## src/rtl/tcp_ct_pkg.sv

```systemverilog
// Package: constants, types and command/status structs for the TCP connection table.
package tcp_ct_pkg;
  localparam int SOCKETS = 4;
  localparam int SW = (SOCKETS > 1) ? $clog2(SOCKETS) : 1;

  localparam logic [3:0] PH_CLOSED    = 4'd0;
  localparam logic [3:0] PH_SYNRCV    = 4'd1;
  localparam logic [3:0] PH_ESTAB     = 4'd2;
  localparam logic [3:0] PH_CLOSEWAIT = 4'd3;
  localparam logic [3:0] PH_LASTACK   = 4'd4;
  localparam logic [3:0] PH_FINWAIT1  = 4'd5;
  localparam logic [3:0] PH_FINWAIT2  = 4'd6;
  localparam logic [3:0] PH_CLOSING   = 4'd7;
  localparam logic [3:0] PH_TIMEDWAIT = 4'd8;

  localparam logic [5:0] F_FIN = 6'h01;
  localparam logic [5:0] F_SYN = 6'h02;
  localparam logic [5:0] F_RST = 6'h04;
  localparam logic [5:0] F_PSH = 6'h08;
  localparam logic [5:0] F_ACK = 6'h10;

  localparam logic [15:0] ALT_PORT      = 16'd3333;
  localparam logic [7:0]  TIMEDWAIT_TTL = 8'd5;
  localparam logic [17:0] ETH_HDR       = 18'd14;

  localparam logic [1:0] RK_IGNORED = 2'd0;
  localparam logic [1:0] RK_HANDLED = 2'd1;
  localparam logic [1:0] RK_SEND    = 2'd2;
  localparam logic [1:0] RK_TICK    = 2'd3;

  localparam logic [1:0] REG_LOCAL_IP  = 2'd0;
  localparam logic [1:0] REG_TTL       = 2'd1;
  localparam logic [1:0] REG_SERVICE   = 2'd2;
  localparam logic [1:0] REG_BUFFER    = 2'd3;

  typedef struct packed {
    logic [0:0]  action;
    logic [31:0] src_ip;
    logic [31:0] dst_ip;
    logic [15:0] src_port;
    logic [15:0] dst_port;
    logic [5:0]  flags;
    logic [31:0] seq_num;
    logic [31:0] ack_num;
    logic [7:0]  header_lengths;
    logic [15:0] ip_total_len;
    logic [1:0]  app_response;
    logic [15:0] app_tx_count;
  } item_t;

  typedef struct packed {
    logic [1:0]  result_kind;
    logic [1:0]  socket_index;
    logic [5:0]  send_flags;
    logic [31:0] send_seq;
    logic [31:0] send_ack;
    logic [15:0] send_len;
    logic [31:0] remote_ip;
    logic [15:0] remote_port;
    logic [15:0] local_port;
    logic [15:0] payload_start;
    logic [15:0] payload_len;
    logic [3:0]  closed_mask;
  } result_t;

  // Controller to datapath commands
  typedef struct packed {
    logic load;       // capture input item
    logic scan;       // examine entry at scan index
    logic [SW-1:0] idx;
    logic tick_step;  // age entry idx
    logic trim;       // compute payload window of selected entry
    logic exec;       // run state machine on selected entry, build result
    logic finish;     // build ignored or tick result
  } cmd_t;

  // Datapath to controller status
  typedef struct packed {
    logic is_tick;
    logic for_us;
    logic hit;
    logic free_ok;
  } stat_t;
endpackage

```

## src/rtl/tcp_ct_if.sv

```systemverilog
// Valid/ready channel interfaces for items, results and configuration writes.
interface tcp_ct_item_if import tcp_ct_pkg::*; ();
  logic  valid;
  logic  ready;
  item_t data;
  modport source (output valid, output data, input ready);
  modport sink (input valid, input data, output ready);
endinterface

interface tcp_ct_result_if import tcp_ct_pkg::*; ();
  logic    valid;
  logic    ready;
  result_t data;
  modport source (output valid, output data, input ready);
  modport sink (input valid, input data, output ready);
endinterface

interface tcp_ct_cfg_if ();
  logic        valid;
  logic        ready;
  logic [1:0]  index;
  logic [31:0] value;
  modport source (output valid, output index, output value, input ready);
  modport sink (input valid, input index, input value, output ready);
endinterface

```

## src/rtl/tcp_ct_ctrl.sv

```systemverilog
// Controller: sequences load, socket scan, payload trim, execution and result.
module tcp_ct_ctrl import tcp_ct_pkg::*; (
  input  logic  clk,
  input  logic  rst,
  input  logic  in_valid,
  output logic  in_ready,
  output logic  out_valid,
  input  logic  out_ready,
  input  stat_t stat,
  output cmd_t  cmd
);
  localparam logic [2:0] S_IDLE = 3'd0;
  localparam logic [2:0] S_SCAN = 3'd1;
  localparam logic [2:0] S_TRIM = 3'd2;
  localparam logic [2:0] S_EXEC = 3'd3;
  localparam logic [2:0] S_DONE = 3'd4;
  localparam logic [2:0] S_OUT  = 3'd5;

  logic [2:0]    state, state_next;
  logic [SW-1:0] idx, idx_next;
  logic          last;

  assign last = (idx == SW'(SOCKETS - 1));
  assign in_ready = (state == S_IDLE);
  assign out_valid = (state == S_OUT);

  // Step through the scan one entry per cycle
  always_comb begin
    state_next = state;
    idx_next = idx;
    cmd = '0;
    cmd.idx = idx;
    unique case (state)
      S_IDLE: begin
        if (in_valid) begin
          cmd.load = 1'b1;
          state_next = S_SCAN;
          idx_next = '0;
        end
      end
      S_SCAN: begin
        if (stat.is_tick) begin
          cmd.tick_step = 1'b1;
          idx_next = idx + SW'(1);
          if (last) state_next = S_DONE;
        end else if (!stat.for_us) begin
          state_next = S_DONE;
        end else begin
          cmd.scan = 1'b1;
          idx_next = idx + SW'(1);
          if (last) state_next = S_TRIM;
        end
      end
      S_TRIM: begin
        if (stat.hit) begin
          cmd.trim = 1'b1;
          state_next = S_EXEC;
        end else if (stat.free_ok) begin
          state_next = S_EXEC;
        end else begin
          state_next = S_DONE;
        end
      end
      S_EXEC: begin
        cmd.exec = 1'b1;
        state_next = S_OUT;
      end
      S_DONE: begin
        cmd.finish = 1'b1;
        state_next = S_OUT;
      end
      S_OUT: begin
        if (out_ready) state_next = S_IDLE;
      end
      default: state_next = S_IDLE;
    endcase
  end

  always_ff @(posedge clk) begin
    if (rst) begin
      state <= S_IDLE;
      idx <= '0;
    end else begin
      state <= state_next;
      idx <= idx_next;
    end
  end
endmodule

```

## src/rtl/tcp_ct_dp.sv

```systemverilog
// Datapath: socket table, matching, payload trimming and per-socket state update.
module tcp_ct_dp import tcp_ct_pkg::*; (
  input  logic        clk,
  input  logic        rst,
  input  item_t       item,
  input  cmd_t        cmd,
  output stat_t       stat,
  input  logic [31:0] local_ip,
  input  logic [7:0]  ttl_reload,
  input  logic [15:0] service_port,
  input  logic [15:0] buffer_size,
  output result_t     result
);
  logic [3:0]  phase [SOCKETS];
  logic [31:0] paddr [SOCKETS];
  logic [15:0] pport [SOCKETS];
  logic [15:0] oport [SOCKETS];
  logic [31:0] sseq  [SOCKETS];
  logic [31:0] rexp  [SOCKETS];
  logic [7:0]  ttl   [SOCKETS];

  item_t         it;
  logic          hit, fr_found, tw_found;
  logic [SW-1:0] hit_idx, fr_idx, tw_idx, sel;
  logic [3:0]    mask;
  logic [17:0]   tpos;
  logic [17:0]   tlen;
  logic          tahead;

  assign stat.is_tick = it.action[0];
  assign stat.for_us  = (it.dst_ip == local_ip);
  assign stat.hit     = hit;
  assign stat.free_ok = (it.flags == F_SYN) && (fr_found || tw_found);
  assign sel = hit ? hit_idx : (fr_found ? fr_idx : tw_idx);

  // Payload window before sequence trimming
  logic [17:0] pos0, len0, ih, th, tot;
  logic [31:0] sel_exp, gap;
  logic [33:0] d_pos, d_len;
  assign ih  = {12'd0, it.header_lengths[3:0], 2'b00};
  assign th  = {12'd0, it.header_lengths[7:4], 2'b00};
  assign tot = {2'd0, it.ip_total_len};
  assign pos0 = ETH_HDR + ih + th;
  assign len0 = tot - ih - th;
  assign sel_exp = rexp[sel];
  assign gap = sel_exp - it.seq_num;

  // Trim old data and clamp to buffer, signed arithmetic on 34 bits
  logic signed [33:0] sp, sl, bs;
  always_comb begin
    sp = {16'd0, pos0};
    sl = {{16{len0[17]}}, len0};
    bs = {18'd0, buffer_size};
    if (it.seq_num != sel_exp && sel_exp != 32'd0 && it.seq_num < sel_exp) begin
      sp = sp + {2'd0, gap};
      sl = sl - {2'd0, gap};
    end
    if (sp > bs) sp = bs;
    if (sl < 0 || sp + sl > bs) sl = '0;
    d_pos = sp;
    d_len = sl;
  end

  always_ff @(posedge clk) begin
    if (cmd.trim) begin
      tpos <= d_pos[17:0];
      tlen <= d_len[17:0];
      tahead <= (it.seq_num != sel_exp) && (sel_exp != 32'd0) && !(it.seq_num < sel_exp);
    end
  end

  // Capture item, scan entries, and execute
  always_ff @(posedge clk) begin
    logic [3:0]  ph;
    logic [5:0]  fl;
    logic [31:0] ss;
    logic [31:0] re;
    logic [7:0]  tt;
    result_t     r;
    if (rst) begin
      for (int i = 0; i < SOCKETS; i++) phase[i] <= PH_CLOSED;
      hit <= 1'b0;
      fr_found <= 1'b0;
      tw_found <= 1'b0;
      mask <= '0;
    end else begin
      if (cmd.load) begin
        it <= item;
        hit <= 1'b0;
        fr_found <= 1'b0;
        tw_found <= 1'b0;
        mask <= '0;
        hit_idx <= '0;
        fr_idx <= '0;
        tw_idx <= '0;
      end
      if (cmd.scan) begin
        if (!hit && phase[cmd.idx] != PH_CLOSED && pport[cmd.idx] == it.src_port &&
            paddr[cmd.idx] == it.src_ip) begin
          hit <= 1'b1;
          hit_idx <= cmd.idx;
        end
        if (!fr_found && phase[cmd.idx] == PH_CLOSED) begin
          fr_found <= 1'b1;
          fr_idx <= cmd.idx;
        end
        if (!tw_found && phase[cmd.idx] == PH_TIMEDWAIT) begin
          tw_found <= 1'b1;
          tw_idx <= cmd.idx;
        end
      end
      if (cmd.tick_step && phase[cmd.idx] != PH_CLOSED) begin
        tt = ttl[cmd.idx] - 8'd1;
        ttl[cmd.idx] <= tt;
        if (tt == 8'd0) begin
          phase[cmd.idx] <= PH_CLOSED;
          mask[2'(cmd.idx)] <= 1'b1;
        end
      end
      if (cmd.finish) begin
        r = '0;
        if (it.action[0]) begin
          r.result_kind = RK_TICK;
          r.closed_mask = mask;
        end
        result <= r;
      end
      if (cmd.exec) begin
        fl = it.flags;
        ph = phase[sel];
        ss = sseq[sel];
        re = rexp[sel];
        r = '0;
        r.socket_index = 2'(sel);
        r.remote_ip = paddr[sel];
        r.remote_port = pport[sel];
        r.local_port = oport[sel];
        r.send_seq = sseq[sel];
        r.send_ack = rexp[sel];
        r.result_kind = RK_HANDLED;
        if (!hit) begin
          // New connection from a bare SYN
          ph = PH_SYNRCV;
          pport[sel] <= it.src_port;
          paddr[sel] <= it.src_ip;
          oport[sel] <= it.dst_port;
          re = it.seq_num + 32'd1;
          ss = 32'd1;
          r.result_kind = RK_SEND;
          r.send_flags = F_SYN | F_ACK;
          r.send_seq = 32'd0;
          r.send_ack = it.seq_num + 32'd1;
          r.remote_ip = it.src_ip;
          r.remote_port = it.src_port;
          r.local_port = it.dst_port;
        end else begin
          if ((fl & F_RST) != 0) begin
            ph = PH_CLOSED;
          end else begin
            unique case (ph)
              PH_SYNRCV: ph = (fl == F_ACK) ? PH_ESTAB : PH_CLOSED;
              PH_ESTAB: begin
                if ((fl & F_FIN) != 0) begin
                  ph = PH_LASTACK;
                  re = it.seq_num + 32'd1;
                  ss = it.ack_num;
                  r.result_kind = RK_SEND;
                  r.send_flags = F_FIN | F_ACK;
                  r.send_seq = it.ack_num;
                  r.send_ack = it.seq_num + 32'd1;
                end else begin
                  if (it.ack_num != ss && it.ack_num != 32'd1) ss = it.ack_num;
                  r.send_seq = ss;
                  if (tahead) begin
                    r.result_kind = RK_SEND;
                    r.send_flags = F_ACK;
                  end else begin
                    re = sel_exp + {14'd0, tlen};
                    r.send_ack = re;
                    r.payload_start = tpos[15:0];
                    r.payload_len = tlen[15:0];
                    if (oport[sel] == service_port || oport[sel] == ALT_PORT) begin
                      case (it.app_response)
                        2'd1: begin
                          r.result_kind = RK_SEND;
                          r.send_flags = F_ACK;
                        end
                        2'd2: begin
                          r.result_kind = RK_SEND;
                          r.send_flags = F_ACK;
                          r.send_len = it.app_tx_count;
                          ss = ss + {16'd0, it.app_tx_count};
                        end
                        2'd3: begin
                          ph = PH_FINWAIT1;
                          r.result_kind = RK_SEND;
                          r.send_flags = F_FIN | F_PSH | F_ACK;
                          ss = ss + 32'd1;
                        end
                        default: ;
                      endcase
                    end
                  end
                end
              end
              PH_CLOSEWAIT: begin
                ph = PH_LASTACK;
                re = it.seq_num + 32'd1;
                ss = it.ack_num;
                r.result_kind = RK_SEND;
                r.send_flags = F_FIN;
                r.send_seq = it.ack_num;
                r.send_ack = it.seq_num + 32'd1;
              end
              PH_LASTACK: ph = PH_CLOSED;
              PH_FINWAIT1: begin
                re = it.seq_num + 32'd1;
                r.send_ack = it.seq_num + 32'd1;
                if (fl == F_FIN) begin
                  ph = PH_CLOSING;
                  r.result_kind = RK_SEND;
                  r.send_flags = F_ACK;
                end else if (fl == (F_FIN | F_ACK)) begin
                  ph = (it.ack_num == sseq[sel]) ? PH_CLOSED : PH_LASTACK;
                  r.result_kind = RK_SEND;
                  r.send_flags = F_ACK;
                end else begin
                  ph = PH_FINWAIT2;
                end
              end
              PH_FINWAIT2: begin
                re = it.seq_num + 32'd1;
                if ((fl & F_FIN) != 0) begin
                  ph = PH_TIMEDWAIT;
                  r.result_kind = RK_SEND;
                  r.send_flags = F_ACK;
                  r.send_ack = it.seq_num + 32'd1;
                end
              end
              PH_TIMEDWAIT: ;
              PH_CLOSING: if ((fl & F_ACK) != 0) ph = PH_TIMEDWAIT;
              default: ph = PH_CLOSED;
            endcase
          end
        end
        // Drop the outgoing segment fields when nothing is sent
        if (r.result_kind != RK_SEND) begin
          r.send_flags = '0;
          r.send_seq = '0;
          r.send_ack = '0;
          r.send_len = '0;
          r.remote_ip = '0;
          r.remote_port = '0;
          r.local_port = '0;
        end
        phase[sel] <= ph;
        sseq[sel] <= ss;
        rexp[sel] <= re;
        ttl[sel] <= (ph == PH_TIMEDWAIT) ? TIMEDWAIT_TTL : ttl_reload;
        result <= r;
      end
    end
  end
endmodule

```

## src/rtl/tcp_connection_table_unit.sv

```systemverilog
// Top level: configuration registers, controller and datapath of the TCP connection table.
//
// Usage: items enter on in_ch (valid/ready). Each item is a parsed TCP
// segment or a one-second tick; every item gives exactly one result on
// out_ch, which holds until the receiver takes it. Registers are written on
// cfg_ch (index 0 local_ip, 1 ttl_reload, 2 service_port, 3 buffer_size);
// write them only while the block is idle.
// A tick result follows a scan that ages the table one entry per cycle.
// For a segment for our address, the controller scans the table one entry
// per cycle, trims the payload window, then updates the matched or a free
// entry, if any. A segment for another address goes straight to its result.
// Throughput: one item at a time; the next item is taken the cycle after
// the result transfer.
// Reset closes all sockets and loads the register defaults. A stalled
// receiver holds the result and the block takes no new item.
module tcp_connection_table_unit import tcp_ct_pkg::*; (
  input logic clk,
  input logic rst,
  tcp_ct_item_if.sink     in_ch,
  tcp_ct_result_if.source out_ch,
  tcp_ct_cfg_if.sink      cfg_ch
);
  logic [31:0] local_ip;
  logic [7:0]  ttl_reload;
  logic [15:0] service_port;
  logic [15:0] buffer_size;
  cmd_t  cmd;
  stat_t stat;

  assign cfg_ch.ready = 1'b1;

  // Hold configuration registers
  always_ff @(posedge clk) begin
    if (rst) begin
      local_ip <= 32'd0;
      ttl_reload <= 8'd30;
      service_port <= 16'd80;
      buffer_size <= 16'd1536;
    end else if (cfg_ch.valid) begin
      unique case (cfg_ch.index)
        REG_LOCAL_IP: local_ip <= cfg_ch.value;
        REG_TTL:      ttl_reload <= cfg_ch.value[7:0];
        REG_SERVICE:  service_port <= cfg_ch.value[15:0];
        REG_BUFFER:   buffer_size <= cfg_ch.value[15:0];
        default: ;
      endcase
    end
  end

  tcp_ct_ctrl u_ctrl (
    .clk(clk), .rst(rst),
    .in_valid(in_ch.valid), .in_ready(in_ch.ready),
    .out_valid(out_ch.valid), .out_ready(out_ch.ready),
    .stat(stat), .cmd(cmd)
  );

  tcp_ct_dp u_dp (
    .clk(clk), .rst(rst), .item(in_ch.data), .cmd(cmd), .stat(stat),
    .local_ip(local_ip), .ttl_reload(ttl_reload),
    .service_port(service_port), .buffer_size(buffer_size),
    .result(out_ch.data)
  );
endmodule

```

## src/flat_wrapper.sv

```systemverilog
// flat-port wrapper written by rule: the top's interface ports become plain ports
module tcp_connection_table_unit_flat import tcp_ct_pkg::*;
  (clk, rst, in_ch_valid, in_ch_data, in_ch_ready, out_ch_valid, out_ch_data, out_ch_ready, cfg_ch_valid, cfg_ch_index, cfg_ch_value, cfg_ch_ready);
  tcp_ct_item_if in_ch_i ();
  tcp_ct_result_if out_ch_i ();
  tcp_ct_cfg_if cfg_ch_i ();
  input logic clk;
  input logic rst;
  input wire logic [$bits(in_ch_i.valid)-1:0] in_ch_valid;
  input wire logic [$bits(in_ch_i.data)-1:0] in_ch_data;
  output wire logic [$bits(in_ch_i.ready)-1:0] in_ch_ready;
  output wire logic [$bits(out_ch_i.valid)-1:0] out_ch_valid;
  output wire logic [$bits(out_ch_i.data)-1:0] out_ch_data;
  input wire logic [$bits(out_ch_i.ready)-1:0] out_ch_ready;
  input wire logic [$bits(cfg_ch_i.valid)-1:0] cfg_ch_valid;
  input wire logic [$bits(cfg_ch_i.index)-1:0] cfg_ch_index;
  input wire logic [$bits(cfg_ch_i.value)-1:0] cfg_ch_value;
  output wire logic [$bits(cfg_ch_i.ready)-1:0] cfg_ch_ready;
  assign in_ch_i.valid = in_ch_valid;
  assign in_ch_i.data = in_ch_data;
  assign in_ch_ready = in_ch_i.ready;
  assign out_ch_valid = out_ch_i.valid;
  assign out_ch_data = out_ch_i.data;
  assign out_ch_i.ready = out_ch_ready;
  assign cfg_ch_i.valid = cfg_ch_valid;
  assign cfg_ch_i.index = cfg_ch_index;
  assign cfg_ch_i.value = cfg_ch_value;
  assign cfg_ch_ready = cfg_ch_i.ready;
  tcp_connection_table_unit u_core (.clk(clk), .rst(rst), .in_ch(in_ch_i), .out_ch(out_ch_i), .cfg_ch(cfg_ch_i));
endmodule
```

## config.mk

```make
export PLATFORM = sky130hd
export DESIGN_NAME = tcp_connection_table_unit_flat
export DESIGN_NICKNAME = d
export VERILOG_FILES = /design/src/rtl/tcp_ct_pkg.sv /design/src/rtl/tcp_ct_if.sv /design/src/rtl/tcp_ct_ctrl.sv /design/src/rtl/tcp_ct_dp.sv /design/src/rtl/tcp_connection_table_unit.sv /design/src/flat_wrapper.sv
export SDC_FILE = /design/constraint.sdc
export NUM_CORES = 2
export LEC_CHECK = 0
export ABC_AREA = 1
export BUFFER_PORTS_ARGS = -buffer_cell sky130_fd_sc_hd__buf_4
export CORE_ASPECT_RATIO = 0.8
export CORE_MARGIN = 1.5
export CORE_UTILIZATION = 60
export DETAILED_ROUTE_END_ITERATION = 10
export GPL_TIMING_DRIVEN = 0
export HOLD_SLACK_MARGIN = 0.15
export PLACE_DENSITY = 0.79
export SLEW_MARGIN = 20
export SYNTH_ARGS = -nofsm -noshare
export SYNTH_HDL_FRONTEND = slang
export SYNTH_SLANG_ARGS = --single-unit
```

## constraint.sdc

```tcl
create_clock -name clk -period 36.2 [get_ports clk]
set_clock_uncertainty 0.2 [all_clocks]
set_input_delay 7.24 -clock clk [delete_from_list [all_inputs] [get_ports clk]]
set_output_delay 7.24 -clock clk [all_outputs]
set_load 0.02 [all_outputs]
```

# After elaboration in Yosys (flattened, before gate mapping)
# Memory sizes are Yosys's and may differ from the RTL's. A register that Yosys moved wholly into a read port is not among the register bits.
# Index checks and enable logic that the tools add are counted.
[word_totals] ff_bits=524 ramBits=560 in_bits=248 out_inout_bits=193 elab_cells=319 n_memories=7
[op_classes] add_sub_neg=14 magnitude_cmp=6 eq_ne=40 mux=167 bitwise=2 reduce_logical=43
[mem_list] memory="u_core.u_dp.paddr" depth=4 width=32 read_ports=2 rd_ports_with_merged_regs=1 write_ports=1 line="tcp_ct_dp.sv:15" rtl="logic [31:0] paddr [SOCKETS];"
[mem_list] memory="u_core.u_dp.rexp" depth=4 width=32 read_ports=1 rd_ports_with_merged_regs=0 write_ports=1 line="tcp_ct_dp.sv:19" rtl="logic [31:0] rexp [SOCKETS];"
[mem_list] memory="u_core.u_dp.sseq" depth=4 width=32 read_ports=1 rd_ports_with_merged_regs=0 write_ports=1 line="tcp_ct_dp.sv:18" rtl="logic [31:0] sseq [SOCKETS];"
[mem_list] memory="u_core.u_dp.oport" depth=4 width=16 read_ports=1 rd_ports_with_merged_regs=0 write_ports=1 line="tcp_ct_dp.sv:17" rtl="logic [15:0] oport [SOCKETS];"
[mem_list] memory="u_core.u_dp.pport" depth=4 width=16 read_ports=2 rd_ports_with_merged_regs=1 write_ports=1 line="tcp_ct_dp.sv:16" rtl="logic [15:0] pport [SOCKETS];"
[mem_list] memory="u_core.u_dp.ttl" depth=4 width=8 read_ports=1 rd_ports_with_merged_regs=1 write_ports=1 line="tcp_ct_dp.sv:20" rtl="logic [7:0] ttl [SOCKETS];"
[mem_list] memory="+1 memories"
[op_table] operator="2-to-1 mux 32 bit" count=26
[op_table] operator="2-to-1 mux 190 bit" count=2
[op_table] operator="case mux 32 bit (2 select lines)" count=4
[op_table] operator="2-to-1 mux 150 bit" count=1
[op_table] operator="equality test 32 bit" count=3
[op_table] operator="case mux 32 bit (3 select lines)" count=1
[op_table] operator="2-to-1 mux 86 bit" count=1
[op_table] operator="2-to-1 mux 16 bit" count=5
[op_table] operator="2-to-1 mux 2 bit" count=38
[op_table] operator="2-to-1 mux 4 bit" count=18
[op_table] operator="2-to-1 mux 70 bit" count=1
[op_table] operator="2-to-1 mux 69 bit" count=1
[op_table] operator="greater-than comparator 34 x 17 -> 1 bit" count=2
[op_table] operator="2-to-1 mux 33 bit" count=2
[op_table] operator="adder 32 x 1 -> 32 bit (second input constant)" count=2
[op_table] operator="2-to-1 mux 64 bit" count=1
[op_table] operator="inequality test 32 bit" count=2
[op_table] operator="2-to-1 mux 48 bit" count=1
[op_table] operator="2-to-1 mux 1 bit" count=40
[op_table] operator="adder 34 bit" count=1
[op_table] operator="< comparator 34 x 1 -> 1 bit (second input constant)" count=1
[op_table] operator="2-to-1 mux 34 bit" count=1
[op_table] operator="subtractor 18 x 33 -> 34 bit" count=1
[op_table] operator="adder 8 x 32 -> 33 bit" count=1
[op_table] operator="59 further kinds" count=116

# Longest topological paths before layout
# An unclocked memory read counts as a cell.
[logic_depth] ltp_word=22 depth_mapped=70 ltp_nobuf=67

# By module
# Synthesis repeated with hierarchy kept, for this count alone.
[hier_totals] cells_unflattened=7022 area_unflattened_um2=60693.2
[modules_own_cells] mod="tcp_ct_dp" instances=1 cells_each=6496 area_per_inst_um2=57241.1 seq_area_each_um2=30108.9
[modules_own_cells] mod="tcp_connection_table_unit" instances=1 cells_each=456 area_per_inst_um2=3011.6 seq_area_each_um2=1441.4
[modules_own_cells] mod="tcp_ct_ctrl" instances=1 cells_each=70 area_per_inst_um2=440.4 seq_area_each_um2=100.1

# Worst setup path before layout
# No wires, ideal clock.
[synth_path] kind="input to register" from="in in_ch_valid" to="reg u_core.u_dp.it (netlist bit u_core.u_dp.ih[2]), enable pin" setup_ns=0.783 t_arrival_ns=16.264 required_time_ns=35.217 slack_ns=18.953 cell_stages=3 path_buffers=1 cell_sequence="nand2_1 clkbuf_1 nor2_1"
[synth_between] elab_chain_cells=3
[synth_lines] element="from (decl)" line="flat_wrapper.sv:9" rtl="input wire logic [$bits(in_ch_i.valid)-1:0] in_ch_valid;"
[synth_lines] element="2-to-1 mux 1 bit" line="tcp_ct_ctrl.sv:35" rtl="if (in_valid) begin"
[synth_lines] element="2-to-1 mux 1 bit" line="tcp_ct_ctrl.sv:33" rtl="unique case (state)"
[synth_lines] element="AND reduction 2 bit (no source line)"
[synth_lines] element="to (signal assigned)" line="tcp_ct_dp.sv:88" rtl="it <= item;"
[synth_lines] element="to (decl)" line="tcp_ct_dp.sv:22" rtl="item_t it;"
# No other way between the ends.
# A chain may end at the register's enable or synchronous reset.

# Worst setup path after layout
[layout_path] from="reg u_core.u_dp.hit" to="reg u_core.u_dp.tlen[15] (data pin)"
[layout_between] elab_chain_cells=11 elab_cells_between_ends=18 classes_between="add/sub (4); order compare (4); eq/ne (1); mux (4); reduce/logical (4); memory (1)"
[layout_lines] element="from (decl)" line="tcp_ct_dp.sv:23" rtl="logic hit, fr_found, tw_found;"
[layout_lines] element="from (signal assigned)" line="tcp_ct_dp.sv:82" rtl="hit <= 1'b0;"
[layout_lines] element="from (signal assigned)" line="tcp_ct_dp.sv:89" rtl="hit <= 1'b0;"
[layout_lines] element="from (signal assigned)" line="tcp_ct_dp.sv:100" rtl="hit <= 1'b1;"
[layout_lines] element="2-to-1 mux 2 bit (*)" line="tcp_ct_dp.sv:34" rtl="assign sel = hit ? hit_idx : (fr_found ? fr_idx : tw_idx);"
[layout_lines] element="memory read (4 x 32 bit) (*)"
[layout_lines] element="branches (longest 3 deep; another with adder 8 x 32 -> 33 bit)"
[layout_lines] element="2-to-1 mux 33 bit (*)" line="tcp_ct_dp.sv:54" rtl="if (it.seq_num != sel_exp && sel_exp != 32'd0 && it.seq_num < sel_exp) begin"
[layout_lines] element="greater-than comparator 34 x 17 -> 1 bit" line="tcp_ct_dp.sv:58" rtl="if (sp > bs) sp = bs;"
[layout_lines] element="2-to-1 mux 33 bit (*)" line="tcp_ct_dp.sv:58"
[layout_lines] element="via u_core.u_dp.d_pos[0]" line="tcp_ct_dp.sv:39" rtl="logic [33:0] d_pos, d_len;"
[layout_lines] element="adder 34 bit (*)" line="tcp_ct_dp.sv:59" rtl="if (sl < 0 || sp + sl > bs) sl = '0;"
[layout_lines] element="greater-than comparator 34 x 17 -> 1 bit (*)" line="tcp_ct_dp.sv:59"
[layout_lines] element="logical OR 1 bit (*)" line="tcp_ct_dp.sv:59"
[layout_lines] element="to (signal assigned)" line="tcp_ct_dp.sv:67" rtl="tlen <= d_len[17:0];"
[layout_lines] element="to (decl)" line="tcp_ct_dp.sv:27" rtl="logic [17:0] tlen;"
# Mark *: on every way through the listed nets, which the timed path passes.

==> results.cfg <==
[status]
status = completed

[run]
cap_violations = 0

[critical_path]
worst_path_most_repeated_cell = nand2_1
crit_type = flop to flop
cp.required_ns = 36.52
cp-end-kind = flop
critical_path_arrival_ns = 14.08
critPathSlowestCell = nor4b_1
critical_path.max_fanout = 10
slowest_delay_ns = 0.71
start_kind = flop
reg2reg_depth = 62

[grt]
grt_max_degree = 30
track_usage_pct = 42.4
grt_pass1_vias = 51707
grt_pass1_wl_mm = 321
antenna_found_initial = 1
grt_overflow = 0

[floorplan]
dieArea_mm2 = 0.102
fp.dieH_um = 285
die_w_um = 356
rows = 103
initial_core_util_pct = 60.6
core-area_mm2 = 0.0987
pin_count = 441

[yosys]
syn_area_per_cell_um2 = 8.89
yosys_warnings = 0
ys_types = 70
synth_area_leaders = edfxtp_1 50%, nand2_1 11%, a21oi_1 4.4%
synth-edff-count = 998
yosysMostFrequentCell = nand2_1
synth_area_leader_cell = edfxtp_1
synth.top_cell.area_share_pct = 50.1
synth_common_cells = 1710 x nand2_1, 998 x edfxtp_1, 645 x nor2_1, 623 x inv_1, 529 x a21oi_1
netlist_area_mm2 = 0.0598
synth_flop_cell = edfxtp_1
ys_seq_area_share_pct = 53.0
syn_inst = 6727
synth-async-reset-ratio_pct = 0
ys_ff_latch = 1084

[detailed_routing]
drcViolationCount = 0
drtPass1Iterations = 9
vias_per_cell = 6.34
wire_per_inst_um = 25.3
wirelength_mm = 221
ant_nets = 0
vias = 55454
drt_iter0_markers = 8718

[power_and_ir_drop]
power.net_switching_w = 0.00115
p_sw_share_pct = 33.2
pwr-share-seq_pct = 41.1
vdd_drop_max_v = 0.0000573
p_leak_nw = 28.5
powerDensity_mw_per_mm2 = 49.9
internal_power_w = 0.00231
p_comb_share_pct = 26.4
clkPwrFrac_pct = 32.5

[cts]
cts_made_buffers = 102
cts_buffer_depth = 3
ctsHoldBuffers = 0
cts_tree = yes
root_buffer = clkbuf_16
worstSkewPairLatency_ns = 0.77
post_cts_resized = 0
htreeDepth = 3
cts_setup_buffers = 0
clock-sinks = 1084
clk_pin_slew_worst_paths_ns = 0.07

[sta]
finalSetupViolCount = 0
slew_headroom_pct = 15.1
fin_crit_sh_pct = 38.0
fin_crit_ns = 13.76
whs_ns = 0.272
tns_ns = 0
grt_setup_unrepaired = no
slew_violations = 0
worst_slew_pin_slew_ns = 1.27
hold_viol = 0
fmax_ghz = 0.0727

[place]
hpwl_mm = 168
portBuffers = 437
gp_congestion = 1.03

[hold_path]
hold_depth = 2
hp-class = flop to flop

[layout]
syn_to_final_growth_pct = 16.1
drive_gt1_share_pct = 11.0
nets = 7791
fin_util_pct = 70.3
fill_cells = 7436
==> metal layers <==
| metal | share of wire, % | wire length, um | global-route usage, % | vias up |
|---|---|---|---|---|
| met2 | 43 | 95000 | 62.6 | 4272 |
| li1 | - | - | - | 24384 |
| met3 | 14 | 31300 | 13.0 | 733 |
| met1 | 38 | 83100 | 57.3 | 26065 |
| met5 | 0 | 0 | 0 | - |
| met4 | 5.4 | 11900 | 20.1 | 0 |
==> logic make-up after synthesis <==
family / after synthesis / share of synthesized area [%]
adder cells (fa/ha/maj): 201 / 4.32
AND/OR/NAND/NOR: 2990 / 20.8
buffers and inverters: 911 / 6.00
AO/OA/AOI/OAI: 1338 / 13.0
other: 2 / 0.0126
flip-flops: 1084 / 53.0
multiplexers: 1 / 0.0167
XOR/XNOR: 200 / 2.93
==> state kept, by name, indices dropped and copies added, names as in the netlist, 32 cells and up, named ones only <==
| name | flops |
|---|---|
| u_core.u_dp.sseq | 128 |
| u_core.u_dp.result | 188 |
| u_core.u_dp.rexp | 128 |
| u_core.u_dp.it | 204 |
| u_core.u_dp.pport | 64 |
| u_core.local_ip | 32 |
| u_core.u_dp.oport | 64 |
| u_core.u_dp.ttl | 32 |
| u_core.u_dp.paddr | 128 |
==> power groups by stage <==
| stage | Sequential [W] | Combinational [W] | Clock [W] |
|---|---|---|---|
| final | 0.00142 | 0.000914 | 0.00112 |
| after CTS | 0.00142 | 0.000880 | 0.00112 |
| after floorplan | 0.00145 | 0.000584 | 0 |
| after global routing | 0.00142 | 0.000990 | 0.00117 |
| after detailed placement | 0.00145 | 0.000875 | 0 |
| after global placement | 0.00146 | 0.000849 | 0 |
==> layout by cell type, fill, tap and decap left out, types with 24 or more instances in the layout <==
master	count
xor2_1	136
nand4_1	99
nor3_1	65
xnor2_1	64
inv_1	623
o211ai_1	35
buf_4	463
o22a_1	31
nor2_1	635
clkbuf_16	103
ha_1	192
buf_1	39
nand2_1	1710
or2_2	32
o21ai_0	448
dfxtp_1	86
buf_2	36
clkbuf_1	186
a22oi_1	58
edfxtp_1	998
a21oi_1	529
nor4_1	29
o22ai_1	39
clkinv_1	25
nand3_1	343
a32o_1	24
==> worst max-delay path: cells and delay by family (launching register included) <==
family | cells | cell delay, ns
buf+inv | 12 | 2.84
compound gates | 9 | 2.06
simple gates | 35 | 5.98
xor+xnor | 1 | 0.18
fa+ha+maj | 5 | 1.67
flops | 1 | 0.56
==> area by class of cell <==
class                      instances  area, um^2  area share, %
multi-input combinational       4750       24700           35.5
timing repair buffer             493        4330           6.23
antenna                            3        7.51         0.0108
tap                             1312        1640           2.36
clock buffer                     126        2690           3.88
clock inverter                    63         793           1.14
inverter                         645        2420           3.49
sequential                      1084       31700           45.7
buffer                           266        1170           1.68
==> path summary, 6_finish.rpt <==
check | startpoint | end | slack [ns]
max | u_core.u_dp.hit$_SDFF_PP0_ | u_core.u_dp.tlen[15]$_SDFFCE_PP0P_ | 22.44
min | u_core.ttl_reload[2]$_SDFFE_PP1P_ | u_core.ttl_reload[2]$_SDFFE_PP1P_ | 0.27
max reg2reg | u_core.u_dp.hit$_SDFF_PP0_ | u_core.u_dp.tlen[15]$_SDFFCE_PP0P_ | 22.44
min reg2reg | u_core.ttl_reload[2]$_SDFFE_PP1P_ | u_core.ttl_reload[2]$_SDFFE_PP1P_ | 0.27
==> metrics by stage <==
step / cell area (um^2) / setup WS, ns / instances / total power [W]
after global routing: 69400 / 21.80 / 8739 / 0.00358
after CTS: 69400 / 22.92 / 8739 / 0.00342
after floorplan: 59800 / 18.95 / 6745 / 0.00204
final: 69400 / 22.44 / 8742 / 0.00346
after global placement: 64800 / 13.73 / 8494 / 0.00231
after detailed placement: 65900 / 23.01 / 8550 / 0.00232
No activity file was read; power rests on OpenSTA's default activity.
